`src/rtl/sdiv_pkg.sv`:
```
// Shared widths, constants and the per-stage record of the signed divider pipeline.
// No dependencies; every other file uses this package.
`default_nettype none

package sdiv_pkg;

  localparam int unsigned WIDTH = 32;
  localparam int unsigned LATENCY = WIDTH + 2;

  localparam logic [WIDTH-1:0] MAX_POS = {1'b0, {(WIDTH-1){1'b1}}};

  typedef logic [WIDTH-1:0] word_t;

  typedef struct packed {
    word_t rem;
    word_t num;
    word_t den;
    word_t quo;
    logic  neg;
    logic  dz;
  } sdiv_stage_t;

endpackage

`default_nettype wire

```
`src/rtl/sdiv_step.sv`:
```
// One restoring division step: shift in the next dividend bit, compare, subtract.
// Depends on sdiv_pkg.
`default_nettype none

module sdiv_step (
  input  wire logic                  clk,
  input  wire logic                  rst_n,
  input  wire logic                  en,
  input  wire logic                  valid_in,
  input  wire sdiv_pkg::sdiv_stage_t stage_in,
  output      logic                  valid_r,
  output      sdiv_pkg::sdiv_stage_t stage_r
);
  import sdiv_pkg::*;

  logic [WIDTH:0] rem_sh;
  logic [WIDTH:0] den_x;
  logic [WIDTH:0] diff;
  logic           ge;
  sdiv_stage_t    stage_nxt;

  always_comb begin
    rem_sh        = {stage_in.rem, stage_in.num[WIDTH-1]};
    den_x         = {1'b0, stage_in.den};
    diff          = rem_sh - den_x;
    ge            = (rem_sh >= den_x);
    stage_nxt     = stage_in;
    stage_nxt.rem = ge ? diff[WIDTH-1:0] : rem_sh[WIDTH-1:0];
    stage_nxt.num = {stage_in.num[WIDTH-2:0], 1'b0};
    stage_nxt.quo = {stage_in.quo[WIDTH-2:0], ge};
  end

  always_ff @(posedge clk) begin
    if (!rst_n) begin
      valid_r <= 1'b0;
    end else if (en) begin
      valid_r <= valid_in;
    end
  end

  always_ff @(posedge clk) begin
    if (en) begin
      stage_r <= stage_nxt;
    end
  end

endmodule

`default_nettype wire

```
`config.mk`:
```
export PLATFORM = sky130hd
export DESIGN_NAME = sdiv_step
export DESIGN_NICKNAME = d
export VERILOG_FILES = /design/src/rtl/sdiv_pkg.sv /design/src/rtl/sdiv_step.sv
export SDC_FILE = /design/constraint.sdc
export NUM_CORES = 1
export LEC_CHECK = 0
export BUFFER_PORTS_ARGS = -buffer_cell sky130_fd_sc_hd__buf_2
export CORE_MARGIN = 1
export CORE_UTILIZATION = 32
export DETAILED_ROUTE_END_ITERATION = 7
export GPL_ROUTABILITY_DRIVEN = 0
export SYNTH_ARGS = -nofsm -noshare
export SYNTH_HDL_FRONTEND = slang
export SYNTH_SLANG_ARGS = --single-unit
```
`constraint.sdc`:
```
create_clock -name clk -period 5.55 [get_ports clk]
set_input_delay 0.2775 -clock clk [delete_from_list [all_inputs] [get_ports clk]]
set_output_delay 0.2775 -clock clk [all_outputs]
set_load 0.02 [all_outputs]
```
* After elaboration in Yosys (flattened, before gate mapping)
Index checks and enable logic that the tools add are counted.
Widths: inputs -> output; s select.
** Operators by class
- Add/sub/neg operators :: 1
- Mux-type cells :: 1
- Magnitude comparators :: 1
** Operator list (number)
- $ge 33x32->1 :: 1
- $mux 32 :: 1
- $sub 32x32->32 :: 1
** Storage, ports and cells
- Bits of input ports :: 134
- Output and inout port bits :: 131
- Bits in registers :: 130
- Logic and storage cells :: 10

* Logic depth before layout (Yosys ltp)
- Word-level depth :: 2
- Mapped depth :: 13
- Gate-level depth less buffers :: 12

* Worst setup path after synthesis
OpenSTA, ideal clock, no wires.
- Kind :: input to register
- Start :: in stage_in[41] in the netlist's numbering
- End :: reg stage_r[111] in the netlist's numbering (data pin)
- Cell stages on the path :: 12
- Arrival time :: 2.791 ns
- Library setup time :: 0.262 ns
- Setup slack :: 2.497 ns
- Cells stage by stage :: inv_1 ha_1 buf_2 nand4_1 or4_1 a21oi_1 nor3_1 a211oi_2 o21ai_2 o31ai_4 buf_4 mux2_1
** RTL lines
- start, declared :: line sdiv_step.sv:10 : input wire sdiv_pkg::sdiv_stage_t stage_in,
- end signal, assigned :: line sdiv_step.sv:43 : stage_r <= stage_nxt;
- end, declared :: line sdiv_step.sv:12 : output sdiv_pkg::sdiv_stage_t stage_r

==> flow_summary_export.csv <==
group,metric,value,unit
worst_setup_path,rr_worst_depth,2,
power_and_ir_drop,power_per_cell_area,351,mW/mm²
worst_setup_path,cp_data_arrival_time,3.41,ns
worst_setup_path,setup.worst_path.class,"primary input to register",
clock_tree,clk_pin_slew,0.06,ns
power_and_ir_drop,power_leakage,3.66,nW
clock_tree,cts_tree,"yes",
cells_and_area,nets,911,
timing,worst_pin_slew,0.796,ns
cells_and_area,seq_area,0.00389,mm²
clock_tree,cts_buffers,17,
logic_synthesis,async_flop_share,0,%
timing,slew_violations,0,
floorplanning,die_w,140,µm
power_and_ir_drop,p_total,2.89,mW
logic_synthesis,synth-warning-count,0,
logic_synthesis,yosys.area.top_type_share,63.2,%
placed_design,dp_cells,959,
worst_setup_path,worstPathMaxFanout,4,
global_routing,grt_pass1_vias,4360,
floorplanning,core_area,0.0188,mm²
floorplanning,io-pin-count,265,
floorplanning,initial_core_util,32.7,%
logic_synthesis,avgSynthCellArea,12.8,µm²
global_routing,grt_pass1_wl,23.8,mm
cells_and_area,fin_cells,991,
logic_synthesis,syn_inst,477,
min_path,hold_path_depth,1,
logic_synthesis,ys_top_cells_by_area,"edfxtp_1, ha_1, a21oi_1",
routing,first_pass_iters,4,
logic_synthesis,synth_cell_type_count,49,
logic_synthesis,synth_largest_area_cell,"edfxtp_1",
timing,setup_violations,0,
floorplanning,die_h,140,µm
worst_setup_path,crit_path_end_kind,"register",
routing,drc,0,
logic_synthesis,syn_area,0.00613,mm²
logic_synthesis,syn_nets,644,
power_and_ir_drop,irDropWorstVdd,0.198,mV
timing,fin_setup_tns,0,ns
timing,fmax,308,MHz
timing,skew,0,ns
timing,fin_hold_ws,0.0293,ns
cells_and_area,nFillCells,1791,
clock_tree,clockRootBuffer,"clkbuf_16",
routing,routed_wl,16.1,mm
logic_synthesis,synth_edf_count,129,
worst_setup_path,r2r_slack,4.96,ns
clock_tree,h-tree-depth,4,
logic_synthesis,synth_flop_cell,"edfxtp_1",
cells_and_area,drive_gt1_share,40.7,%
clock_tree,cts.hold.buffers_added,0,
routing,wl_per_cell,16.2,µm
cells_and_area,final_cell_mix,"buf_2, edfxtp_1, a21oi_1",
cells_and_area,mostFrequentLayoutCell,"buf_2",
routing,ant_nets,0,
job,drv_cap,0,
global_routing,grt_usage,16.2,%
timing,hold_violations,0,
clock_tree,clkLatencyLatePin,0.41,ns
clock_tree,cts_sinks,130,
placed_design,dp_hpwl,12.2,mm
worst_setup_path,critPathRequiredTime,5.72,ns
floorplanning,fp.dieArea,0.0197,mm²
routing,via_count,4668,
routing,via_per_inst,4.71,
min_path,hp-class,"primary input to register",
logic_synthesis,ys_seq_elements,130,
clock_tree,postCtsSetupBuffers,0,
global_routing,grt_start_max_net_pins,68,
cells_and_area,utilization,44.0,%
timing,finalCritPeriodShare,58.5,%
worst_setup_path,critPathLaunchType,"primary input",
timing,period_minus_slack,3.25,ns
cells_and_area,n_antenna_cell,0,
clock_tree,cts_buffer_depth,2,
global_routing,overflow,0,
cells_and_area,syn_to_final_growth,34.6,%
timing,grt_setup_unrepaired,"no",
timing,slew_headroom,46.9,%
routing,initialDrtViolationCount,209,
logic_synthesis,ys_seq_area_share,63.5,%
cells_and_area,multi_input_area,0.00200,mm²
global_routing,grt_antenna_before_repair,2,
clock_tree,cts_resized,0,
placed_design,portBuffers,262,
floorplanning,rows,50,
outcome,status,"finished clean",
## synth_stat cells, types with 6 or more instances
cell,n
nand4_1,7
mux2_2,6
nor2_1,36
a21o_1,12
buf_2,8
nand3_1,8
xor2_1,11
o21a_1,6
nand2_1,27
inv_1,38
xnor2_1,16
a21oi_1,54
o21ai_0,16
edfxtp_1,129
ha_1,32
## final cells by class
type	instances	area share, %
Sequential cell	130	47.2
Multi-Input combinational cell	291	24.2
Timing Repair Buffer	266	16.3
Clock buffer	18	5.20
Tap cell	234	3.55
Clock inverter	14	1.77
Inverter	38	1.73
## flip-flops by register name (all words and copies together) (netlist names)
signal,flops
stage_r,129
valid_r,1
## final timing paths
check	start	endpoint
max	stage_in[34]	stage_r[128]
min	stage_in[77]	stage_r[78]
max reg2reg	valid_r	valid_r
min reg2reg	valid_r	valid_r
## report_power, final
group / total [mW] / internal [mW] / switching [mW]
sequential: 1.22 / 1.20 / 0.0198
clock: 1.10 / 0.632 / 0.467
combinational: 0.576 / 0.214 / 0.362
## per-layer routing
layer,track usage [%],share of wire [%],vias up,routed length (µm)
met5,0,0.15,-,24
met3,5.98,8.3,22,1330
met1,19.3,43,2147,6920
met2,26.7,47,183,7540
li1,-,-,2312,-
met4,6.07,1.6,4,252
## worst max-delay path: stages
cell	delay (ns)
buf_2	0.11
ha_1	0.22
fa_1	0.41
nand2b_1	0.19
a21oi_1	0.16
o21ai_0	0.21
o311a_1	0.40
a31oi_1	0.34
a21oi_1	0.24
o41ai_1	0.41
xor2_1	0.12
mux2_1	0.33
## metrics by stage
step	area, µm²	setup WS [ns]
6_report	8250	2.30
5_1_grt	8250	2.06
4_1_cts	8250	2.30
3_5_place_dp	7670	1.87
3_3_place_gp	7670	1.90
2_1_floorplan	6130	2.50
## kinds of logic after synthesis
logic type | synth area share (%)
flip-flops | 63.5
AO/OA/AOI/OAI | 12.0
AND/OR/NAND/NOR | 7.49
buffers and inverters | 3.86
adder cells (fa/ha/maj) | 6.86
XOR/XNOR | 3.86
multiplexers | 2.33
other | 0.0612
(Power assumes the default switching activity.)
