[src/rtl/sdiv_pkg.sv]
// Shared widths, constants and the per-stage record of the signed divider pipeline.
// No dependencies; every other file uses this package.
`default_nettype none

package sdiv_pkg;

  localparam int unsigned WIDTH = 32;
  localparam int unsigned LATENCY = WIDTH + 2;

  localparam logic [WIDTH-1:0] MAX_POS = {1'b0, {(WIDTH-1){1'b1}}};

  typedef logic [WIDTH-1:0] word_t;

  typedef struct packed {
    word_t rem;
    word_t num;
    word_t den;
    word_t quo;
    logic  neg;
    logic  dz;
  } sdiv_stage_t;

endpackage

`default_nettype wire

[src/rtl/sdiv_post.sv]
// Back stage: restore the sign, saturate, and hold the quotient for the sink.
// Depends on sdiv_pkg.
`default_nettype none

module sdiv_post (
  input  wire logic                       clk,
  input  wire logic                       rst_n,
  input  wire logic                       en,
  input  wire logic                       valid_in,
  input  wire sdiv_pkg::sdiv_stage_t      stage_in,
  output      logic                       valid_r,
  output      logic [sdiv_pkg::WIDTH-1:0] quotient_r
);
  import sdiv_pkg::*;

  word_t quotient_nxt;

  always_comb begin
    if (stage_in.dz) begin
      quotient_nxt = MAX_POS;
    end else if (stage_in.neg) begin
      quotient_nxt = word_t'(0) - stage_in.quo;
    end else if (stage_in.quo >= MAX_POS) begin
      quotient_nxt = MAX_POS;
    end else begin
      quotient_nxt = stage_in.quo;
    end
  end

  always_ff @(posedge clk) begin
    if (!rst_n) begin
      valid_r <= 1'b0;
    end else if (en) begin
      valid_r <= valid_in;
    end
  end

  always_ff @(posedge clk) begin
    if (en) begin
      quotient_r <= quotient_nxt;
    end
  end

endmodule

`default_nettype wire

[config.mk]
export PLATFORM = sky130hd
export DESIGN_NAME = sdiv_post
export DESIGN_NICKNAME = d
export VERILOG_FILES = /design/src/rtl/sdiv_pkg.sv /design/src/rtl/sdiv_post.sv
export SDC_FILE = /design/constraint.sdc
export NUM_CORES = 1
export LEC_CHECK = 0
export BUFFER_PORTS_ARGS = -buffer_cell sky130_fd_sc_hd__buf_2
export CAP_MARGIN = 20
export CORE_MARGIN = 3
export CORE_UTILIZATION = 38
export DETAILED_ROUTE_END_ITERATION = 12
export PLACE_DENSITY = 0.8
export SLEW_MARGIN = 20
export SYNTH_ARGS = -nofsm -noshare
export SYNTH_HDL_FRONTEND = slang
export SYNTH_SLANG_ARGS = --single-unit
[constraint.sdc]
create_clock -name clk -period 2.8 [get_ports clk]
set_clock_uncertainty 0.05 [all_clocks]
set_input_delay 0.28 -clock clk [delete_from_list [all_inputs] [get_ports clk]]
set_output_delay 0.28 -clock clk [all_outputs]
set_load 0.005 [all_outputs]
# Word-level counts from Yosys, hierarchy flattened
# Cells that the tools add are included.
word_totals:
  reg_bits: 33
  in_bits: 134
  out_inout_bits: 33
  wordCells: 6
classes:
  n_addsub: 1
  n_lt_le_gt_ge: 1
  n_mux: 2
op_table:
  columns: ["cell", "count"]
  rows:
  - ["32-bit 2-to-1 mux", 2]
  - ["32-bit by 31-bit greater-or-equal comparator with 1-bit output (second input constant)", 1]
  - ["1-bit by 32-bit subtractor with 32-bit output (first input constant)", 1]

# Depth between registers and ports, before layout
# Gate-level depths: netlist (run 1).
depth:
  depth_word: 3
  ltp_mapped: 7
  depth_no_buf: 7

# Least setup slack after synthesis (run 1)
# No wires, ideal clock.
synth_timing:
  path_kind: "input -> register"
  startpoint: "in stage_in[16] (netlist name)"
  endpoint: "reg quotient_r[29] (netlist name), data pin"
  setup_ns: 0.256
  arrival_time_ns: 1.880
  t_required_ns: 2.494
  setup_slack_ns: 0.614
  cell_stages: 6
  path_buffers: 1
  path_cell_list: "or3_1 -> buf_2 -> or2_4 -> or3_4 -> or3_1 -> a22o_1"
synth_between:
  elab_chain_len: 3
  word_cells_on_any_way: 4
  cone_classes: "1 x add/sub; 1 x order compare; 2 x mux"
synth_lines:
  columns: ["element", "line", "rtl"]
  rows:
  - ["start: declaration", "sdiv_post.sv:10", "input wire sdiv_pkg::sdiv_stage_t stage_in,"]
  - ["32-bit by 31-bit greater-or-equal comparator with 1-bit output", "sdiv_post.sv:23", "end else if (stage_in.quo >= MAX_POS) begin"]
  - ["32-bit 2-to-1 mux", "sdiv_post.sv:23", null]
  - ["32-bit 2-to-1 mux (*)", "sdiv_post.sv:21", "end else if (stage_in.neg) begin"]
  - ["end signal: assignment", "sdiv_post.sv:40", "quotient_r <= quotient_nxt;"]
  - ["end: declaration", "sdiv_post.sv:12", "output logic [sdiv_pkg::WIDTH-1:0] quotient_r"]
# Mark *: on every way between the ends. The rest lies on a longest branch, timed or not.
# A chain may end at the register's enable or synchronous reset.

# Final worst setup path (run 1)
layout_timing:
  startpoint: "in stage_in[2] (netlist name)"
  endpoint: "reg quotient_r[22] (netlist name), data pin"
# Same word-level chain as after synthesis.

==> results by group, run 1 <==
Synthesis
  • Post-synth ARST share: 0
  • Synth Net Count: 327
  • Yosys reg bits: 33
  • Mapped Area: 0.00195 mm^2
  • Sequential cell area fraction in the yosys report: 0.503
  • Post-synth EDFFs: 32
  • Post-Syn Area per Cell: 10.2 um^2
  • Ys Warns: 0
  • Top_reg_cell synth: edfxtp_1
  • Mapped Cells: 191
  • Cell variety after synth: 37

Worst setup path
  • Worst EP required: 2760 ps
  • Crit. End Element: register
  • CP startpoint kind: primary input
  • Crit Path Class: primary input to register
  • Worst path top cell family by delay: simple AND/OR/NAND/NOR gates
  • Arrival time worst endpoint: 2130 ps
  • Crit-path max FO: 10
  • Worst R2R Start: valid_r$_SDFFE_PN0P_
  • Crit. Startpoint: stage_in[2]
  • WP buf/inv: 2
  • Slowest stage cell, crit path: o41ai_1
  • Slowest Stage Delay on Critical Path: 580 ps
  • Critical-path cell list: buf_2 > inv_1 > ha_1 > nor2b_1 > nand4_1 > o41ai_1 > xor2_1 > nand2_1

Placement
  • DP Wirelength: 3.48 mm
  • Placed Instances: 325
  • Pre-CTS setup slack: 386 ps
  • Routability congestion estimate: 0.851
  • Buffers on Ports: 70

Global route
  • Grt ovf: 0
  • All-Layer GR Usage: 0.157
  • Initial antenna violation count: 0
  • Pin count of the biggest net entering global routing: 34
  • First-pass GRT wire length: 7.49 mm
  • Vias in the first global route: 1605

Final layout
  • Layout area overhead: 26.8%
  • Filler instances: 434
  • Layout cells sized above 1: 0.316
  • Diodes inserted: 0
  • Final #Nets: 401
  • Post-route insts no fill: 333

Floorplan
  • Die ar.: 0.00603 mm^2
  • Core Area: 0.00485 mm^2
  • Row count: 25
  • # IOs: 167
  • Die X: 77.7 um
  • Initial core utilization: 0.403
  • Vert. Die Dim: 77.7 um

Power and ir drop
  • Total power: 1.17 mW
  • Leak pwr: 0.983 nW
  • PwrDens: 475 mW/mm^2
  • Worst VDD drop: 0.000175 V

CTS
  • Clock tree buffer depth: 2
  • CTS tree: built
  • Total CTS buffers: 5
  • H-tree levels: 2
  • Root Driver: clkbuf_8
  • Clk_lat worst skew: 270 ps
  • Clock Sinks: 33
  • Hold-fix buffers, CTS: 0
  • Clock Pin Slew Worst Setup and Hold Paths: 60 ps
  • Post-CTS setup buffer count: 0
  • Post-cts sizing count: 0

STA
  • Setup violators final: 0
  • Part of the cycle the worst path needs: 0.776
  • Min cycle time layout: 2170 ps
  • WHS: 178 ps
  • Setup TNS: 0 ps
  • Worst Tran Pin Value: 737 ps
  • Final WS setup: 628 ps
  • Final Hold Fails: 0
  • Unrepaired setup endpoints after global routing: no
  • F_max: 460 MHz
  • Max Transition Viols Final: 0
  • Relative slew slack: 0.509

Worst hold path
  • Type of the tightest min-delay check: primary input to register
  • Worst Hold Launch: rst_n

Flow run
  • Max Cap Violations: 0

Status
  • Status: finished, final reports clean

Drt
  • Routed WL: 4.55 mm
  • Post-route ant nets: 0
  • First-pass iteration count of the detailed router: 4
  • Number of vias per cell: 5.05
  • Iter 0 DRT Violations: 100
  • Routed vias: 1683
  • Mean routed wirelength per cell: 13.7 um
  • DRC: 0
-- cells by family after synthesis --
family          after synthesis  synth area share
compound gates               32             0.116
buf+inv                       9            0.0179
xor+xnor                     25             0.112
simple gates                 89             0.233
mux                           1           0.00513
fa+ha+maj                     2            0.0128
flops                        33             0.503
-- power breakdown --
part | internal (mW) | leakage (nW) | switching (mW)
Sequential | 0.595 | 0.326 | 0.00908
Clock | 0.200 | 0.0455 | 0.160
Combinational | 0.0894 | 0.611 | 0.121
Total | 0.885 | 0.983 | 0.290
-- routing by layer --
layer  share of wire  GRT usage  wire (um)
met5               0          0          0
met4           0.016     0.0658         75
met3           0.080     0.0441        365
met2            0.46      0.246       2090
met1            0.44      0.203       2010
-- synth_stat cells (all sizes together) (2+ instances only) --
cell	count	area (um^2)
edfxtp	32	961
xor2	24	210
or4	2	15.0
o21ai	8	40.0
nand3	2	10.0
nor4	7	43.8
o41ai	5	43.8
nand4	11	68.8
nor2b	4	25.0
a21oi	2	10.0
nand2b	2	12.5
or3	5	36.3
nand2	39	146
o31ai	8	60.1
clkbuf	5	18.8
nor2	5	18.8
inv	3	11.3
nor3	9	55.1
ha	2	25.0
-- worst register-to-register path: stages (launching register included) --
cell,delay (ps)
dfxtp_1,310
mux2i_1,120
nor2b_1,60
-- stage by stage --
| stage | util | cell area, um^2 |
|---|---|---|
| 2_1_floorplan | - | 1950 |
| 3_3_place_gp | 0.492 | 2380 |
| 3_5_place_dp | 0.492 | 2380 |
| 4_1_cts | 0.510 | 2470 |
| 5_1_grt | 0.510 | 2470 |
| 6_report | 0.510 | 2470 |
-- worst paths after layout --
| check | endpoint | slack (ps) | cells after the start |
|---|---|---|---|
| setup / recovery | quotient_r[22]$_SDFFCE_PP1P_ | 630 | 8 |
| hold / removal | valid_r$_SDFFE_PN0P_ | 180 | 2 |
| setup reg to reg | valid_r$_SDFFE_PN0P_ | 2150 | 2 |
| hold reg to reg | valid_r$_SDFFE_PN0P_ | 480 | 2 |
-- sequential cells by signal, indices dropped and copies added (netlist names) --
signal      cells
quotient_r     32
valid_r         1
-- placed cells by master, fill, tap and decap left out, types with 2 or more instances in the layout --
cell type / synthesis / layout
buf_2: 1 / 70
nand2_1: 39 / 39
edfxtp_1: 32 / 32
xor2_1: 24 / 24
nand4_1: 11 / 11
o21ai_0: 8 / 8
o31ai_1: 8 / 8
nor4_1: 7 / 7
nor3_1: 7 / 7
clkbuf_8: 0 / 6
nor2_1: 5 / 5
o41ai_1: 5 / 5
nor2b_1: 4 / 4
or3_1: 4 / 4
inv_1: 3 / 3
buf_4: 0 / 3
nand2b_1: 2 / 2
nor3_2: 2 / 2
nand3_1: 2 / 2
a21oi_1: 2 / 2
or4_1: 2 / 2
ha_1: 2 / 2
clkbuf_1: 5 / 2
-- area by class of cell --
class,instances,area [um^2],area share
repair buffers,73,373,0.151
inverters,3,11.3,0.00455
clock buffers,8,90.1,0.0364
well taps,67,83.8,0.0339
flip-flops and latches,33,981,0.396
multi-input cells,149,936,0.378
No activity file was read; power rests on OpenSTA's default activity.
==> run 2: changes to the inputs <==
--- a/config.mk
+++ b/config.mk
@@ -8,9 +8,9 @@
 export BUFFER_PORTS_ARGS = -buffer_cell sky130_fd_sc_hd__buf_2
 export CAP_MARGIN = 20
 export CORE_MARGIN = 3
-export CORE_UTILIZATION = 38
+export CORE_UTILIZATION = 35
 export DETAILED_ROUTE_END_ITERATION = 12
-export PLACE_DENSITY = 0.8
+export PLACE_DENSITY = 0.78
 export SLEW_MARGIN = 20
 export SYNTH_ARGS = -nofsm -noshare
 export SYNTH_HDL_FRONTEND = slang
==> constraint.sdc (replaced) <==
create_clock -name clk -period 1.9 [get_ports clk]
set_clock_uncertainty 0.05 [all_clocks]
set_input_delay 0.19 -clock clk [delete_from_list [all_inputs] [get_ports clk]]
set_output_delay 0.19 -clock clk [all_outputs]
set_load 0.005 [all_outputs]
==> run 2 against run 1 <==
  * First-iteration DRC count grew 3.0%
  * Final area is 15% higher
  * Worst setup slack worse by 520 ps
  * Sequential share of layout area is 5.3 points lower
  * Final cell count rose by 15%
  * Clock power increased by 49%
  * Non-clock buffer count rose by 48
  * Wire length up 14%
  * Core utilization increased by 3.4 points
  * Sequential cell count is the same
  * Via count rose by 13%
  * Total power rose by 54%
  * Critical endpoint is now quotient_r[29]$_SDFFCE_PP1P_
  * Largest power group unchanged
==> results by group, run 2 (same netlist as run 1, synthesis figures left out) <==
Floorplan
  • Die ar.: 0.00651 mm^2
  • Vert. Die Dim: 80.7 um
  • Row count: 26
  • Initial core utilization: 0.373
  • # IOs: 167
  • Die X: 80.7 um
  • Core Area: 0.00524 mm^2

CTS
  • CTS tree: built
  • Clock Pin Slew Worst Setup and Hold Paths: 70 ps
  • Clock tree buffer depth: 2
  • H-tree levels: 2
  • Hold-fix buffers, CTS: 0
  • Post-CTS setup buffer count: 0
  • Clk_lat worst skew: 280 ps
  • Total CTS buffers: 5
  • Root Driver: clkbuf_8
  • Clock Sinks: 33

Worst setup path
  • Arrival time worst endpoint: 1790 ps
  • WP buf/inv: 1
  • Worst Reg-to-Reg Cells: 2
  • Critical-path cell list: buf_2 > or3_1 > or2_4 > or3_4 > or3_1 > a22o_1
  • Slowest Stage Delay on Critical Path: 400 ps
  • Worst EP required: 1890 ps
  • CP startpoint kind: primary input
  • Slowest stage cell, crit path: or3_1
  • Worst R2R Start: valid_r$_SDFFE_PN0P_
  • R2R Setup Slk: 1260 ps
  • Most frequent CP cell: or3_1
  • Worst r2r dst: valid_r$_SDFFE_PN0P_
  • Crit Path Class: primary input to register
  • Crit. End Element: register
  • Worst path top cell family by delay: simple AND/OR/NAND/NOR gates
  • Crit-path max FO: 5

Global route
  • Grt peak-use layer: met2
  • Met3 Use GR: 0.0336
  • Vias in the first global route: 1853
  • First-pass GRT wire length: 8.52 mm
  • Grt ovf: 0
  • M2 GR Usage: 0.277
  • Initial antenna violation count: 0
  • Pin count of the biggest net entering global routing: 29
  • Met1 Track Usage GR: 0.211
  • All-Layer GR Usage: 0.168

Placement
  • Placed cell area: 0.00275 mm^2
  • Routability congestion estimate: 0.852
  • DP Wirelength: 4.04 mm
  • Buffers on Ports: 70
  • Pre-CTS setup slack: -189 ps

STA
  • Worst Tran Pin Value: 487 ps
  • Max Transition Viols Final: 0
  • F_max: 556 MHz
  • Min cycle time layout: 1800 ps
  • Final WS setup: 103 ps
  • Setup violators final: 0
  • Unrepaired setup endpoints after global routing: no
  • Relative slew slack: 0.672
  • Part of the cycle the worst path needs: 0.946
  • WHS: 81.3 ps
  • Final Hold Fails: 0

Final layout
  • Leading cell type in the layout, fill and taps excluded: buf_2
  • Area occupied by multi-input gates: 951 um^2
  • Largest regs: quotient_r x32, valid_r x1
  • Final #Nets: 449
  • Diodes inserted: 0
  • Most flop-heavy register: quotient_r
  • Design area: 0.00285 mm^2
  • FF+latch area: 981 um^2
  • Layout cells sized above 1: 0.427
  • Max reg flops: 32
  • Commonest non-fill, non-tap cells in the layout: buf_2 (70), buf_4 (51), nand2_1 (39), edfxtp_1 (32), xor2_1 (24)
  • Filler instances: 474
  • Layout area overhead: 46.2%

Drt
  • Mean routed wirelength per cell: 13.6 um
  • Number of vias per cell: 4.96
  • Post-route ant nets: 0
  • First-pass iteration count of the detailed router: 4
  • Routed vias: 1903
  • DRC: 0
  • Routed WL: 5.21 mm
  • Iter 0 DRT Violations: 103

Worst hold path
  • Worst Hold Launch: rst_n
  • Type of the tightest min-delay check: primary input to register
  • Hold path cells: 2
  • Endpoint, Worst Hold: valid_r$_SDFFE_PN0P_

Power and ir drop
  • PwrDens: 633 mW/mm^2
  • Worst VDD drop: 0.000261 V
  • Leak pwr: 1.22 nW

Status
  • Status: finished, final reports clean

Flow run
  • Max Cap Violations: 0
==> run 2: timing repair <==
action | 4_1_cts | 5_1_grt
resized for setup | 0 | 2
setup endpoints to repair | 0 | 2
endpoints found under the hold margin | 0 | 0
==> run 2: final cells by class <==
type | instances | share of cell area
Clock buffer | 8 | 0.0316
Timing Repair Buffer | 121 | 0.257
Multi-Input combinational cell | 149 | 0.333
Sequential cell | 33 | 0.344
Tap cell | 70 | 0.0307
Inverter | 3 | 0.00395
==> run 2: power by group <==
part           total [mW]  switching (mW)  leakage (nW)  internal, mW
Clock               0.538           0.243        0.0455         0.295
Combinational       0.380           0.197         0.852         0.183
Sequential          0.889          0.0126         0.326         0.877
Total                1.81           0.452          1.22          1.35
==> run 2: metal layers <==
layer / share of wire / routed length [um] / vias to the layer above
li1: - / - / 971
met1: 0.44 / 2300 / 866
met2: 0.48 / 2500 / 56
met3: 0.058 / 301 / 10
met4: 0.020 / 106 / 0
met5: 0 / 0 / -
==> run 2: worst max-delay path by stage <==
stage                              endpoint  depth (start not counted)  slack [ps]          from
2_1_floorplan  quotient_r[29]$_SDFFCE_PP1P_                          6        -140  stage_in[16]
3_3_place_gp   quotient_r[29]$_SDFFCE_PP1P_                          6        -180  stage_in[16]
3_5_place_dp   quotient_r[29]$_SDFFCE_PP1P_                          6        -190  stage_in[16]
4_1_cts        quotient_r[29]$_SDFFCE_PP1P_                          6         110  stage_in[16]
5_1_grt        quotient_r[18]$_SDFFCE_PP1P_                          9           6   stage_in[3]
6_report       quotient_r[29]$_SDFFCE_PP1P_                          6         100  stage_in[16]
==> run 2: worst register-to-register path, stage by stage (launching register included) <==
cell and delay [ps]:
dfxtp_1 310, mux2i_1 120, nor2b_1 60
==> run 2: through the flow <==
stage	util	power, mW	TNS [ps]	cells
6_report	0.545	1.81	0	384
5_1_grt	0.545	1.89	0	384
4_1_cts	0.542	1.82	0	384
3_5_place_dp	0.525	1.28	-875	376
3_3_place_gp	0.525	1.27	-715	376
2_1_floorplan	-	1.04	-144	191
