### src/rtl/sdiv_pkg.sv
// Shared widths, constants and the per-stage record of the signed divider pipeline.
// No dependencies; every other file uses this package.
`default_nettype none

package sdiv_pkg;

  localparam int unsigned WIDTH = 32;
  localparam int unsigned LATENCY = WIDTH + 2;

  localparam logic [WIDTH-1:0] MAX_POS = {1'b0, {(WIDTH-1){1'b1}}};

  typedef logic [WIDTH-1:0] word_t;

  typedef struct packed {
    word_t rem;
    word_t num;
    word_t den;
    word_t quo;
    logic  neg;
    logic  dz;
  } sdiv_stage_t;

endpackage

`default_nettype wire

### src/rtl/sdiv_pre.sv
// Front stage: operand magnitudes, quotient sign and zero-divisor flag.
// Depends on sdiv_pkg.
`default_nettype none

module sdiv_pre (
  input  wire logic                       clk,
  input  wire logic                       rst_n,
  input  wire logic                       en,
  input  wire logic                       valid_in,
  input  wire logic [sdiv_pkg::WIDTH-1:0] dividend,
  input  wire logic [sdiv_pkg::WIDTH-1:0] divisor,
  output      logic                       valid_r,
  output      sdiv_pkg::sdiv_stage_t      stage_r
);
  import sdiv_pkg::*;

  logic        a_neg;
  logic        b_neg;
  sdiv_stage_t stage_nxt;

  always_comb begin
    a_neg             = dividend[WIDTH-1];
    b_neg             = divisor[WIDTH-1];
    stage_nxt.rem     = '0;
    stage_nxt.quo     = '0;
    stage_nxt.num     = a_neg ? (word_t'(0) - dividend) : dividend;
    stage_nxt.den     = b_neg ? (word_t'(0) - divisor) : divisor;
    stage_nxt.neg     = a_neg ^ b_neg;
    stage_nxt.dz      = (divisor == '0);
  end

  always_ff @(posedge clk) begin
    if (!rst_n) begin
      valid_r <= 1'b0;
    end else if (en) begin
      valid_r <= valid_in;
    end
  end

  always_ff @(posedge clk) begin
    if (en) begin
      stage_r <= stage_nxt;
    end
  end

endmodule

`default_nettype wire

### config.mk
export PLATFORM = sky130hd
export DESIGN_NAME = sdiv_pre
export DESIGN_NICKNAME = d
export VERILOG_FILES = /design/src/rtl/sdiv_pkg.sv /design/src/rtl/sdiv_pre.sv
export SDC_FILE = /design/constraint.sdc
export NUM_CORES = 1
export LEC_CHECK = 0
export BUFFER_PORTS_ARGS = -buffer_cell sky130_fd_sc_hd__clkbuf_2
export CAP_MARGIN = 20
export CORE_UTILIZATION = 46
export DETAILED_ROUTE_END_ITERATION = 16
export PLACE_DENSITY = 0.81
export RECOVER_POWER = 100
export REMOVE_ABC_BUFFERS = 1
export SYNTH_ARGS = -nofsm -noshare
export SYNTH_HDL_FRONTEND = slang
export SYNTH_SLANG_ARGS = --single-unit
### constraint.sdc
create_clock -name clk -period 1.8 [get_ports clk]
set_input_delay 0.09 -clock clk [delete_from_list [all_inputs] [get_ports clk]]
set_output_delay 0.09 -clock clk [all_outputs]
set_load 0.1 [all_outputs]
* After elaboration in Yosys (flattened, before gate mapping) *
Index checks and enable logic that the tools add are counted.

storage, ports and cells
  register bits after elaboration = 67
  input port bits = 68
  output and inout bits = 131
  word-level logic and storage cells = 13

cells by class
  bitwise gates (word level) = 1
  muxes and demuxes = 2
  reduce and logical (&&, ||, !) cells = 1
  $add $sub $neg = 2

operators with widths
  cell                                                count
  subtractor 1 x 32 -> 32 bit (first input constant)  2
  2-to-1 mux 31 bit                                   2
  zero test 32 bit                                    1
  bitwise XOR 1 bit                                   1

* Depth between registers and ports, before layout *
Gate-level depths: netlist (run 1).

  depth in word-level cells = 2
  gate-level depth with buffers = 6
  gate-level depth less buffers = 6

* Least setup slack after synthesis (run 1) *
No wires, ideal clock.

  kind = input-to-reg
  from = input divisor[25] (netlist name)
  to = register stage_r[62] (netlist name) (data pin)
  arrival time = 1376 ps
  required time = 1537 ps
  setup time = 263 ps
  slack = 162 ps
  buffers on the path = 0
  cell stages on the path = 4
  cell sequence = or4_4 or3_4 o41ai_2 xnor2_1

RTL lines
  item                  line            source
  start, declared       sdiv_pre.sv:11  input wire logic [sdiv_pkg::WIDTH-1:0] divisor,
  end signal, assigned  sdiv_pre.sv:42  stage_r <= stage_nxt;
  end, declared         sdiv_pre.sv:13  output sdiv_pkg::sdiv_stage_t stage_r

==> impl_summary.md, run 1 <==
Run status
The run finished with clean final reports.

Worst setup path
The depth of the critical timing path with buffers and inverters included is 5. For flop-to-flop paths, the worst setup slack is 1.21 ns. The critical setup path kind is in -> reg.

The peak per-stage delay on the critical path is 0.55 ns. Of all nets on the critical path, the largest fanout is 4. For the worst setup path, the data required time is 1.88 ns. The critical path goes through clkbuf_2 > or4_4 > or3_4 > o41ai_1 > xnor2_1. The element type at the critical path start is an input port. The number of buffer and inverter instances along the worst setup path is 1.

The slowest stage cell on the critical path is sky130_fd_sc_hd__or4_4. The arrival time reported for the critical path endpoint is about 1.7 ns. STA classifies the critical path endpoint as a register. The gate family responsible for the most delay along the worst path is simple AND/OR/NAND/NOR gates. The worst reg2reg path depth is 2.

Synthesis
The number of distinct library cells after synthesis is 34. The average instance area after synthesis is between 10 and 15 um^2. The post-synthesis sequential area ratio is 0.503. The post-synthesis register bit count is 67. The post-synthesis instance total is 344. The Yosys step of the flow raised 0 warnings. The cell area after technology mapping is 0.00398 mm^2.

Drt
For this run, design rule violations remaining after detail routing come to 0. Summed over all layers, the routed wires come to roughly 8800 um. For this block, wires on met1 add up to 3230 um.

In the detailed route, the total length drawn on met2 is approximately 4600 um. Detailed routing placed a total of ~830 um of wire on met3. The detailed router used layers up to and including met4.

Once detail routing completed, the nets flagged for antenna violations numbered 0. The detailed-route wire length per cell is between 10 and 15 um. The first-pass iteration count of the detailed router is 4. The mean number of vias per cell is 5.03. The first-iteration detailed-routing DRC count is 90. The detailed router placed 3055 vias in this run.

STA
After routing, the total negative slack on setup checks comes to 0 ns. The fraction of the cycle the final worst path needs is 0.882. The number of pins with negative max-slew slack in the final report is 0. The worst relative slew slack is 0.133. At the pin with the least slew margin, the transition time is 1.30 ns. The clock period could shrink to 1.59 ns. The final clock skew is 0 ns. The setup slack of the critical path after layout is 0.212 ns. The final hold violation count was 0. The number of setup violations in the final report is 0. The maximum operating frequency is about 0.63 GHz. Setup repair after global routing left no endpoint under its margin.

Clocking
The number of clock sinks seen by CTS is 67. The number of buffers created by CTS is 9. The maximum number of buffers from clock root to sink is 2. The clock slew seen by the registers of the worst setup and hold paths is 0.07 ns. The H-tree was split into 3 levels.

For the worst-skew pair, the clock arrives at the later sink with an insertion delay of 0.33 ns. TritonCTS built the clock tree. The root buffer cell is sky130_fd_sc_hd__clkbuf_8.

Final layout
The library cell used most frequently in the layout, excluding fill and tap cells, is sky130_fd_sc_hd__clkbuf_2. The count of fill cells added during filler insertion is approximately 730. Compared with the post-synthesis result, the final layout area differs by 19.6%. In the final layout, the multi-input gates occupy 0.00165 mm^2. 0 antenna diodes ended up in the layout. In the layout the commonest cells are 131 x sky130_fd_sc_hd__clkbuf_2, 66 x sky130_fd_sc_hd__edfxtp_1, 64 x sky130_fd_sc_hd__conb_1. The post-layout utilization of the core is 0.574. The share of layout cells above drive strength 1 is 0.329. At the end of the flow, the number of nets in the layout was ~570.

In the final layout, flip-flops and latches occupy 0.00200 mm^2.

Power and ir drop
The worst vdd rail ir drop is 0.000760 V. The standby leakage power is 1.93 nW. For this design the ratio of total power to cell area is 1110 mW/mm^2.

Die
The core region is 0.00830 mm^2. The die extent in y is 95.0 um. Measured along the x axis, the die boundary spans about 95 um. The effective utilization at floorplan is 0.480. The die covers 0.00903 mm^2.

The floorplan has 33 rows. Pin placement for this block handled 199 I/O pins.

Job
Across the run, the number of max-cap violations was 0.

Placement
The half-perimeter wire length of the detailed placement result is about 7000 um. During placement, the flow inserted port buffers numbering roughly 130. The pre-CTS worst setup slack is -0.0416 ns. At the end of routability-driven placement, the weighted congestion stood at 0.841.

Global routing
The first global-routing pass estimated 12900 um of wire. The sum of overflow across all layers after global routing is 0. The number of antenna violations at the first check in global routing was 0. For this run, the total global-route usage over all layers was measured as 0.193.

The maximum number of pins on one net before global-route repair is 35. The via count of the first global-routing pass was 2729.

Hold path
The tightest min-delay check is of the in -> reg type. The worst hold path passes through 3 cells.
==> cell type report <==
type,instances,share of cell area
clock inverters,5,0.00631
well taps,105,0.0276
multi-input cells,262,0.346
repair buffers,153,0.169
flip-flops and latches,67,0.420
clock buffers,11,0.0276
inverters,4,0.00315
==> report_power, final <==
part	internal, W	switching (W)	total (W)
Clock	0.000493	0.000549	0.00104
Combinational	0.000290	0.00201	0.00230
Sequential	0.00191	0.0000445	0.00195
==> kinds of logic after synthesis <==
| group | after synthesis | synth area share |
|---|---|---|
| buf+inv | 78 | 0.134 |
| flops | 67 | 0.503 |
| xor+xnor | 59 | 0.130 |
| other cells | 1 | 0.000942 |
| simple gates | 85 | 0.124 |
| mux | 1 | 0.00251 |
| compound gates | 49 | 0.0936 |
| fa+ha+maj | 4 | 0.0126 |
==> flip-flops by register name, indices dropped and copies added (netlist names) <==
name,count
stage_r,66
valid_r,1
==> per-stage QoR <==
step                power (W)  instances  hold WS, ns  area, um^2
floorplan             0.00391        333        0.189        3700
global placement      0.00426        588        0.302        4620
detailed placement    0.00429        588        0.307        4620
CTS                   0.00533        607     0.000749        4810
global route          0.00547        607       0.0578        4760
finish                0.00529        607       0.0191        4760
==> routing by layer <==
layer	track usage	vias up
li1	-	1442
met1	0.206	1415
met2	0.362	187
met3	0.0447	11
met4	0.0795	0
met5	0	-
==> synthesized netlist by cell type <==
cell / instances / area share
sky130_fd_sc_hd__nor4_1: 7 / 0.011
sky130_fd_sc_hd__o41ai_2: 2 / 0.0082
sky130_fd_sc_hd__inv_1: 4 / 0.0038
sky130_fd_sc_hd__nand2_1: 22 / 0.021
sky130_fd_sc_hd__nor3_1: 8 / 0.010
sky130_fd_sc_hd__dfxtp_1: 1 / 0.0050
sky130_fd_sc_hd__conb_1: 1 / 0.00094
sky130_fd_sc_hd__clkbuf_1: 9 / 0.0085
sky130_fd_sc_hd__nor2b_1: 2 / 0.0031
sky130_fd_sc_hd__nor4_2: 1 / 0.0031
sky130_fd_sc_hd__mux2i_1: 1 / 0.0025
sky130_fd_sc_hd__ha_1: 4 / 0.013
sky130_fd_sc_hd__o41ai_1: 16 / 0.035
sky130_fd_sc_hd__nand3b_1: 2 / 0.0038
sky130_fd_sc_hd__nand4_1: 6 / 0.0094
sky130_fd_sc_hd__nand2b_2: 1 / 0.0022
sky130_fd_sc_hd__and2_1: 1 / 0.0016
sky130_fd_sc_hd__or4_1: 1 / 0.0019
sky130_fd_sc_hd__or4_4: 2 / 0.0057
sky130_fd_sc_hd__buf_2: 1 / 0.0013
sky130_fd_sc_hd__nand4b_1: 2 / 0.0044
sky130_fd_sc_hd__xnor2_1: 58 / 0.13
sky130_fd_sc_hd__nor2_1: 9 / 0.0085
sky130_fd_sc_hd__o21ai_0: 13 / 0.016
sky130_fd_sc_hd__xor2_1: 1 / 0.0022
sky130_fd_sc_hd__or2_2: 3 / 0.0047
sky130_fd_sc_hd__nand2b_1: 7 / 0.011
sky130_fd_sc_hd__nand3_1: 4 / 0.0050
sky130_fd_sc_hd__nor4_4: 1 / 0.0053
sky130_fd_sc_hd__edfxtp_1: 66 / 0.50
sky130_fd_sc_hd__buf_4: 64 / 0.12
sky130_fd_sc_hd__or3_4: 2 / 0.0057
sky130_fd_sc_hd__o31ai_1: 18 / 0.034
sky130_fd_sc_hd__or3_1: 4 / 0.0063
==> worst paths after layout <==
check | from | to
worst max-delay path | divisor[25] | stage_r[62]
worst min-delay path | valid_in | valid_r
worst max register to register | valid_r | valid_r
worst min register to register | valid_r | valid_r
==> worst min-delay path, stage by stage <==
cell and delay (ns):
sky130_fd_sc_hd__clkbuf_2 0.08, sky130_fd_sc_hd__mux2i_1 0.06, sky130_fd_sc_hd__nor2b_1 0.09
==> repair_timing <==
action | CTS | global route
resized for setup | 0 | 0
hold buffers | 3 | 0
hold endpoints to repair | 3 | 0
setup buffers | 0 | 0
No activity file was read; power rests on OpenSTA's default activity.
==> run 2: changes to the inputs <==
--- a/config.mk
+++ b/config.mk
@@ -5,11 +5,12 @@
 export SDC_FILE = /design/constraint.sdc
 export NUM_CORES = 1
 export LEC_CHECK = 0
+export ABC_AREA = 1
 export BUFFER_PORTS_ARGS = -buffer_cell sky130_fd_sc_hd__clkbuf_2
 export CAP_MARGIN = 20
-export CORE_UTILIZATION = 46
+export CORE_UTILIZATION = 44
 export DETAILED_ROUTE_END_ITERATION = 16
-export PLACE_DENSITY = 0.81
+export PLACE_DENSITY = 0.79
 export RECOVER_POWER = 100
 export REMOVE_ABC_BUFFERS = 1
 export SYNTH_ARGS = -nofsm -noshare
==> constraint.sdc (replaced) <==
create_clock -name clk -period 1.4 [get_ports clk]
set_input_delay 0.07 -clock clk [delete_from_list [all_inputs] [get_ports clk]]
set_output_delay 0.07 -clock clk [all_outputs]
set_load 0.1 [all_outputs]
==> impl_summary.md, run 2 <==
Global routing
The total routing resource utilization after global routing is 0.201 (+0.00822). The sum of overflow across all layers after global routing is 0 (unchanged). The via count of the first global-routing pass was 3634 (+33%). The maximum number of pins on one net before global-route repair is 69 (+97%).

The number of antenna violations at the first check in global routing was 0 (unchanged). The first-pass GRT wire length is 17000 um (+32%).

Die
The area of the placeable core is 0.00991 mm^2 (+19%). The die outline area was 0.0108 mm^2 (+19%). The number of top-level pins is 199 (unchanged). The die outline width is 104 um (+9.1%). The die extent in y is 104 um (+9.1%). The cell row count is 36 (+9.1%). The effective utilization at floorplan is 0.459 (-0.0204).

Clocking
The root buffer cell is sky130_fd_sc_hd__clkbuf_8. The clock slew seen by the registers of the worst setup and hold paths is 0.08 ns (about the same). The clock network latency to the later pin of the worst-skew pair is 0.34 ns (about the same). The maximum number of buffers from clock root to sink is 2 (unchanged). The deepest level of the CTS H-tree is 3 (unchanged).

The number of clock sinks seen by CTS is 67 (unchanged). The number of buffers created by CTS is 9 (unchanged). The TritonCTS clock tree is yes.

STA
The total negative slack is 0 ns (unchanged). The final hold violation count is 0 (unchanged). The number of pins with negative max-slew slack in the final report is 0 (unchanged). Setup repair after global routing left no endpoint under its margin. The fraction of the cycle the final worst path needs is 0.901.

The final clock skew is 0 ns (unchanged). The maximum operating frequency is 0.793 GHz. The worst relative slew slack is 0.606 (+0.473).

The number of setup violations in the final report is 0 (unchanged). The slew at the pin closest to its max-slew limit is 0.591 ns (-0.710 ns). The final period demand of the worst path is roughly 1.3 ns.

Drt
The total number of vias is 4008 (+31%). The mean number of vias per cell is 4.63 (-8.0%). The remaining antenna violation count came to 0 (unchanged).

The detailed-route wire length per cell is 12.3 um (-15%). The total wirelength of the detailed-routed design was 10700 um (+22%). The first-iteration detailed-routing DRC count is 107 (+19%). The first-pass iteration count of the detailed router came to 5 (+1). The remaining routing DRC violations is 0 (unchanged).

Power and ir drop
The worst vdd rail ir drop was 0.00109 V (+43%). The cell-internal power is 0.00360 W (+34%). The combinational fraction of design power is 0.424 (-0.010).

The switching share of power came to 0.489 (-0.00207). The sequential fraction of design power is 0.353 (-0.016). The net switching power figure is 0.00345 W (+33%).

The cell area power density is 1330 mW/mm^2 (+19%). The clock network fraction of total power came to 0.223 (+0.026). The standby leakage power is 2.58 nW (+33%).

Synthesis
The area share of the largest cell type after synthesis came to 0.435 (-0.0624). Sorting the synthesized cells by area gives the leading types as sky130_fd_sc_hd__edfxtp_1 44%, sky130_fd_sc_hd__nand2_1 16%, sky130_fd_sc_hd__buf_4 11%. The most frequently used cell type in the post-synthesis netlist is sky130_fd_sc_hd__nand2_1. The cell area after technology mapping is 0.00455 mm^2 (+14%). The most used flip-flop cell after synthesis is sky130_fd_sc_hd__edfxtp_1. Ranked by instance count, the synthesized netlist is headed by 188 x sky130_fd_sc_hd__nand2_1, 87 x sky130_fd_sc_hd__nor2_1, 66 x sky130_fd_sc_hd__buf_4, 66 x sky130_fd_sc_hd__edfxtp_1, 49 x sky130_fd_sc_hd__inv_1. The post-synthesis sequential area ratio is 0.440 (-0.0630). The proportion of register bits with asynchronous set or reset after synthesis came to 0 (unchanged). The average instance area after synthesis was 7.83 um^2 (-32%). Summed over all instances, the cell type with the most area after synthesis is sky130_fd_sc_hd__edfxtp_1.

The post-synthesis instance total was 581 (+69%). The post-synthesis register bit count is 67 (unchanged). The number of distinct library cells after synthesis is 25 (-26%). The count of warnings emitted by yosys is 0 (unchanged). The number of enable-type register cells in the synthesized netlist is 66 (unchanged).

Worst setup path
The element type at the critical path start is a register. The required time of the critical path is 1.33 ns (-0.55 ns). The capturing element type of the critical path is an output port. The arrival time reported for the critical path endpoint is 1.19 ns (-0.48 ns). The number of buffer and inverter instances along the worst setup path is 1 (unchanged).

The gate family responsible for the most delay along the worst path is buffers and inverters. By startpoint and endpoint, the worst setup path is classified as reg -> out. The peak per-stage delay on the critical path is 0.47 ns (-0.08 ns). The maximum fanout along the worst path was 1 (-3). Traced cell by cell, the critical path runs through clkbuf_2. The slowest stage cell on the critical path is sky130_fd_sc_hd__clkbuf_2.

Final layout
The share of layout cells above drive strength 1 is 0.209 (-0.120). The post-layout net count was 800 (+41%). The post-layout utilization of the core came to 0.536 (-0.0373). The flip-flop count of the largest register after layout is 66 (unchanged). The post-synthesis to final-layout area growth is 16.8%. Ranked by flip-flop count, first place goes to stage_r.

The count of antenna diodes in the layout is 0 (unchanged). The largest registers in the layout are stage_r (66), valid_r (1). Leaving out fill and tap cells, the most frequent cells in the layout are 191 x sky130_fd_sc_hd__nand2_1, 127 x sky130_fd_sc_hd__clkbuf_2, 95 x sky130_fd_sc_hd__nor2_1. The count of fill cells added during filler insertion is 1012 (+38%). The number of non-filler instances in the completed layout is 866 (+43%).

The commonest non-fill, non-tap cell in the layout is sky130_fd_sc_hd__nand2_1.

Hold path
The worst hold path belongs to the class in -> reg.

Run status
The run finished with clean final reports.

Placement
The half-perimeter wire length of the detailed placement result came to 8550 um (+23%). The total of buffers placed on input and output ports is 134 (unchanged). The number of cells in the design after placement was 846 (+44%). The final estimated routing congestion in global placement came to 0.926 (+10%).

Job
The number of violations of the max-capacitance limit is 0 (unchanged).
-- run 2: cell count changes in the layout (fill, tap and decap cells not counted), sizes merged, moves of 6 or more --
cell,delta
nor2,+91
nand2b,-8
xnor2,-41
nor4,-9
o41ai,-18
inv,+45
nand3,+31
or3,-6
nand2,+172
buf,-9
xor2,+13
o31ai,-17
-- run 2: metrics by stage --
stage / hold WS, ns / setup WS (ns) / power [W] / cell area (um^2)
floorplan: 0.163 / 0.0844 / 0.00504 / 4270
global route: 0.0426 / 0.0562 / 0.00729 / 5320
detailed placement: 0.277 / 0.0423 / 0.00555 / 5180
finish: 0.0421 / 0.139 / 0.00705 / 5320
global placement: 0.271 / 0.0904 / 0.00553 / 5180
CTS: 0.0324 / 0.112 / 0.00712 / 5400
-- run 2: what timing repair did --
action | CTS | global route
endpoints found under the hold margin | 3 | 0
hold buffers | 4 | 0
setup buffers | 0 | 0
gates resized for setup | 0 | 0
-- run 2: layout make-up --
type | count | area (um^2) | area share
clock inverter | 6 | 56.3 | 0.0106
tap | 133 | 166 | 0.0313
sequential | 67 | 2000 | 0.377
inverter | 49 | 184 | 0.0346
timing repair buffer | 144 | 748 | 0.141
clock buffer | 10 | 128 | 0.0240
multi-input combinational | 457 | 2030 | 0.382
-- run 2: power groups by stage --
stage / Sequential [W] / Combinational, W / Clock (W)
4_1_cts: 0.00250 / 0.00302 / 0.00161
5_1_grt: 0.00251 / 0.00310 / 0.00169
6_report: 0.00249 / 0.00299 / 0.00157
2_1_floorplan: 0.00394 / 0.00110 / 0
3_3_place_gp: 0.00254 / 0.00299 / 0
3_5_place_dp: 0.00254 / 0.00301 / 0
-- run 2: routing by layer --
metal / share of wire / global-route usage
met4: 0.026 / 0.0888
met3: 0.075 / 0.0390
met1: 0.39 / 0.226
met2: 0.51 / 0.368
met5: 0 / 0
-- run 2: final timing paths --
| check | start | endpoint | slack [ns] | cells past startpoint |
|---|---|---|---|---|
| max | stage_r[62] | stage_r[62] | 0.14 | 1 |
| min | dividend[2] | stage_r[68] | 0.04 | 3 |
| max reg2reg | valid_r | valid_r | 0.21 | 3 |
| min reg2reg | valid_r | valid_r | 1.10 | 3 |
-- run 2: cell families (layout without fill, tap and decap cells) --
kind of cell / after synthesis / count (layout) / share of synthesized area
buffers and inverters: 120 / 209 / 0.154
adder cells (fa/ha/maj): 4 / 4 / 0.0110
flip-flops: 67 / 67 / 0.440
XOR/XNOR: 31 / 31 / 0.0596
AND/OR/NAND/NOR: 340 / 340 / 0.312
AO/OA/AOI/OAI: 18 / 18 / 0.0220
other: 1 / 64 / 0.000824
==> run 3: changes to the inputs <==
--- a/config.mk
+++ b/config.mk
@@ -8,9 +8,10 @@
 export ABC_AREA = 1
 export BUFFER_PORTS_ARGS = -buffer_cell sky130_fd_sc_hd__clkbuf_2
 export CAP_MARGIN = 20
-export CORE_UTILIZATION = 44
+export CORE_MARGIN = 10
+export CORE_UTILIZATION = 52
 export DETAILED_ROUTE_END_ITERATION = 16
-export PLACE_DENSITY = 0.79
+export PLACE_DENSITY = 0.88
 export RECOVER_POWER = 100
 export REMOVE_ABC_BUFFERS = 1
 export SYNTH_ARGS = -nofsm -noshare
==> constraint.sdc (replaced) <==
create_clock -name clk -period 1.5 [get_ports clk]
set_input_delay 0.075 -clock clk [delete_from_list [all_inputs] [get_ports clk]]
set_output_delay 0.075 -clock clk [all_outputs]
set_load 0.05 [all_outputs]
==> impl_summary.md, run 3 (synthesis gave the netlist of run 2 again) <==
STA
The final period demand of the worst path is around 1.3 ns. The final clock skew is 0 ns (unchanged). The slew at the pin closest to its max-slew limit came to 0.633 ns (+0.0422 ns). For this run, the top clock speed supported by timing is 0.773 GHz.

The worst relative slew slack is 0.580 (-0.0264). The fraction of the cycle the final worst path needs is 0.862. Setup repair after global routing left no endpoint under its margin. The final hold violation count was 0 (unchanged). The number of setup violations in the final report came to 0 (unchanged). The number of pins with negative max-slew slack in the final report is 0 (unchanged). The worst hold slack is 0.0606 ns (+0.0185 ns).

The total negative slack is 0 ns (unchanged).

Power and ir drop
The cell-internal power is 0.00352 W (-2.3%). The cell area power density is 1100 mW/mm^2 (-17%). The combinational fraction of design power came to 0.306 (-0.118). The worst vdd rail ir drop is 0.000612 V (-44%). The clock network fraction of total power is 0.289 (+0.066). The standby leakage power is 2.39 nW (-7.3%). The switching share of power came to 0.387 (-0.102). The sequential fraction of design power was 0.405 (+0.052). The net switching power figure came to 0.00223 W (-35%).

Placement
The half-perimeter wire length of the detailed placement result is 10700 um (+25%). The number of cells in the design after placement was 819 (-3.2%). The area after detailed placement is 0.00512 mm^2 (-1.1%). The total of buffers placed on input and output ports is 134 (unchanged).

The final estimated routing congestion in global placement is 0.926 (about the same).

Clocking
The number of clock sinks seen by CTS came to 67 (unchanged). CTS placed an instance of sky130_fd_sc_hd__clkbuf_8 at the clock tree root. The maximum number of buffers from clock root to sink is 2 (unchanged). The deepest level of the CTS H-tree came to 3 (unchanged). The clock slew seen by the registers of the worst setup and hold paths is 0.08 ns (about the same). TritonCTS built the clock tree. The clock network latency to the later pin of the worst-skew pair was 0.34 ns (about the same). The number of buffers added for setup after CTS came to 0 (unchanged). The hold buffer count at cts is 4 (unchanged). The number of buffers created by CTS is 9 (unchanged). The number of gates resized after CTS is 0 (unchanged).

Drt
The mean number of vias per cell is 4.90 (+5.9%). The first-pass iteration count of the detailed router is 6 (+1). The remaining routing DRC violations was 0 (unchanged). The first-iteration detailed-routing DRC count is 200 (+87%). The detailed-route wire length per cell came to 15.5 um (+26%).

The remaining antenna violation count is 0 (unchanged). The total number of vias is 4114 (+2.6%). The total wirelength of the detailed-routed design is 13000 um (+22%).

Die
The die outline area is 0.0129 mm^2 (+20%). The cell row count is 34 (-5.6%). The effective utilization at floorplan is 0.527 (+0.0678).

The area of the placeable core was 0.00864 mm^2 (-13%). The number of top-level pins is 199 (unchanged). The die outline width is 114 um (+9.5%). The die extent in y was 114 um (+9.5%).

Final layout
stage_r holds more flip-flops than any other register. The count of fill cells added during filler insertion came to 803 (-21%). The flip-flop count of the largest register after layout is 66 (unchanged). The library cell used most frequently in the layout, excluding fill and tap cells, is sky130_fd_sc_hd__nand2_1. The final cell area excluding filler cells was 0.00523 mm^2 (-1.6%). In the final layout, the registers with the most flip-flops are stage_r (66), valid_r (1).

The sequential cell area is 0.00200 mm^2 (unchanged). The top cell types in the final layout, fill and taps aside, are 192 x sky130_fd_sc_hd__nand2_1, 94 x sky130_fd_sc_hd__nor2_1, 78 x sky130_fd_sc_hd__clkbuf_1. The count of antenna diodes in the layout came to 0 (unchanged). The post-synthesis to final-layout area growth is 14.9%. The combined area of the multi-input logic cells is 0.00204 mm^2 (+0.25%). The post-layout net count is 798 (-0.25%).

The post-layout utilization of the core came to 0.606 (+0.0691). The share of layout cells above drive strength 1 came to 0.116 (-0.0925). The number of non-filler instances in the completed layout came to 839 (-3.1%).

Worst setup path
The peak per-stage delay on the critical path is 0.50 ns (+0.03 ns). The slowest stage cell on the critical path is sky130_fd_sc_hd__clkbuf_1. STA classifies the critical path startpoint as a register. The worst reg2reg path startpoint is valid_r. The maximum fanout along the worst path is 1 (unchanged).

The worst reg2reg path depth is 3 (unchanged). The depth of the critical timing path with buffers and inverters included was 1 (unchanged). The gate family responsible for the most delay along the worst path is buffers and inverters. The required time of the critical path is 1.42 ns (+0.09 ns).

The endpoint of the worst-slack reg-to-reg timing path is valid_r. The critical path is of the reg -> out type. The number of buffer and inverter instances along the worst setup path is 1 (unchanged). The worst setup slack for register-to-register paths was 0.33 ns (+0.12 ns). The arrival time reported for the critical path endpoint came to 1.22 ns (+0.03 ns). The worst setup path is captured at an output port.

Traced cell by cell, the critical path runs through clkbuf_1. In this run the worst setup path begins at stage_r[62].

Hold path
In this run the most critical hold path is launched from divisor[6]. The hold-critical path depth is 2 (-1). The class of the tightest hold or removal check is in -> reg. For hold timing, the worst endpoint is stage_r[40].

Global routing
The sum of overflow across all layers after global routing is 0 (unchanged). The maximum number of pins on one net before global-route repair is 69 (unchanged). The first-pass GRT wire length is 20600 um (+21%). The via count of the first global-routing pass was 4219 (+16%). The number of antenna violations at the first check in global routing is 0 (unchanged).

The total routing resource utilization after global routing was 0.196 (-0.00480).

Job
The number of violations of the max-capacitance limit is 0 (unchanged).

Run status
The run finished with clean final reports.
## run 3: layout make-up
| type | instances | area share |
|---|---|---|
| clock buffers | 15 | 0.0356 |
| clock inverters | 1 | 0.00574 |
| inverters | 49 | 0.0352 |
| multi-input cells | 457 | 0.389 |
| flip-flops and latches | 67 | 0.383 |
| well taps | 108 | 0.0258 |
| repair buffers | 142 | 0.125 |
## run 3: power groups by stage
stage	Clock [W]	Combinational, W	Sequential [W]
floorplan	0	0.000678	0.00301
global placement	0	0.00178	0.00237
detailed placement	0	0.00180	0.00237
CTS	0.00169	0.00181	0.00233
global route	0.00178	0.00187	0.00235
finish	0.00166	0.00176	0.00233
## run 3: metrics by stage
stage	setup slack, ns	total power, W
after floorplan	0.391	0.00369
after global placement	0.136	0.00415
after detailed placement	0.132	0.00417
after CTS	0.320	0.00583
after global routing	0.155	0.00599
final	0.207	0.00575
## run 3: how the worst max path moves through the flow
stage,end,slack (ns)
global placement,stage_r[97],0.14
detailed placement,stage_r[78],0.13
CTS,valid_r,0.32
finish,stage_r[62],0.21
floorplan,stage_r[82],0.39
global route,stage_r[62],0.16
## run 3: layer usage
layer | up-vias | part of all wire | GRT usage
met1 | 1822 | 0.38 | 0.216
met4 | 0 | 0.022 | 0.0753
met2 | 256 | 0.48 | 0.329
met3 | 26 | 0.12 | 0.0835
li1 | 2010 | - | -
met5 | - | 0 | 0
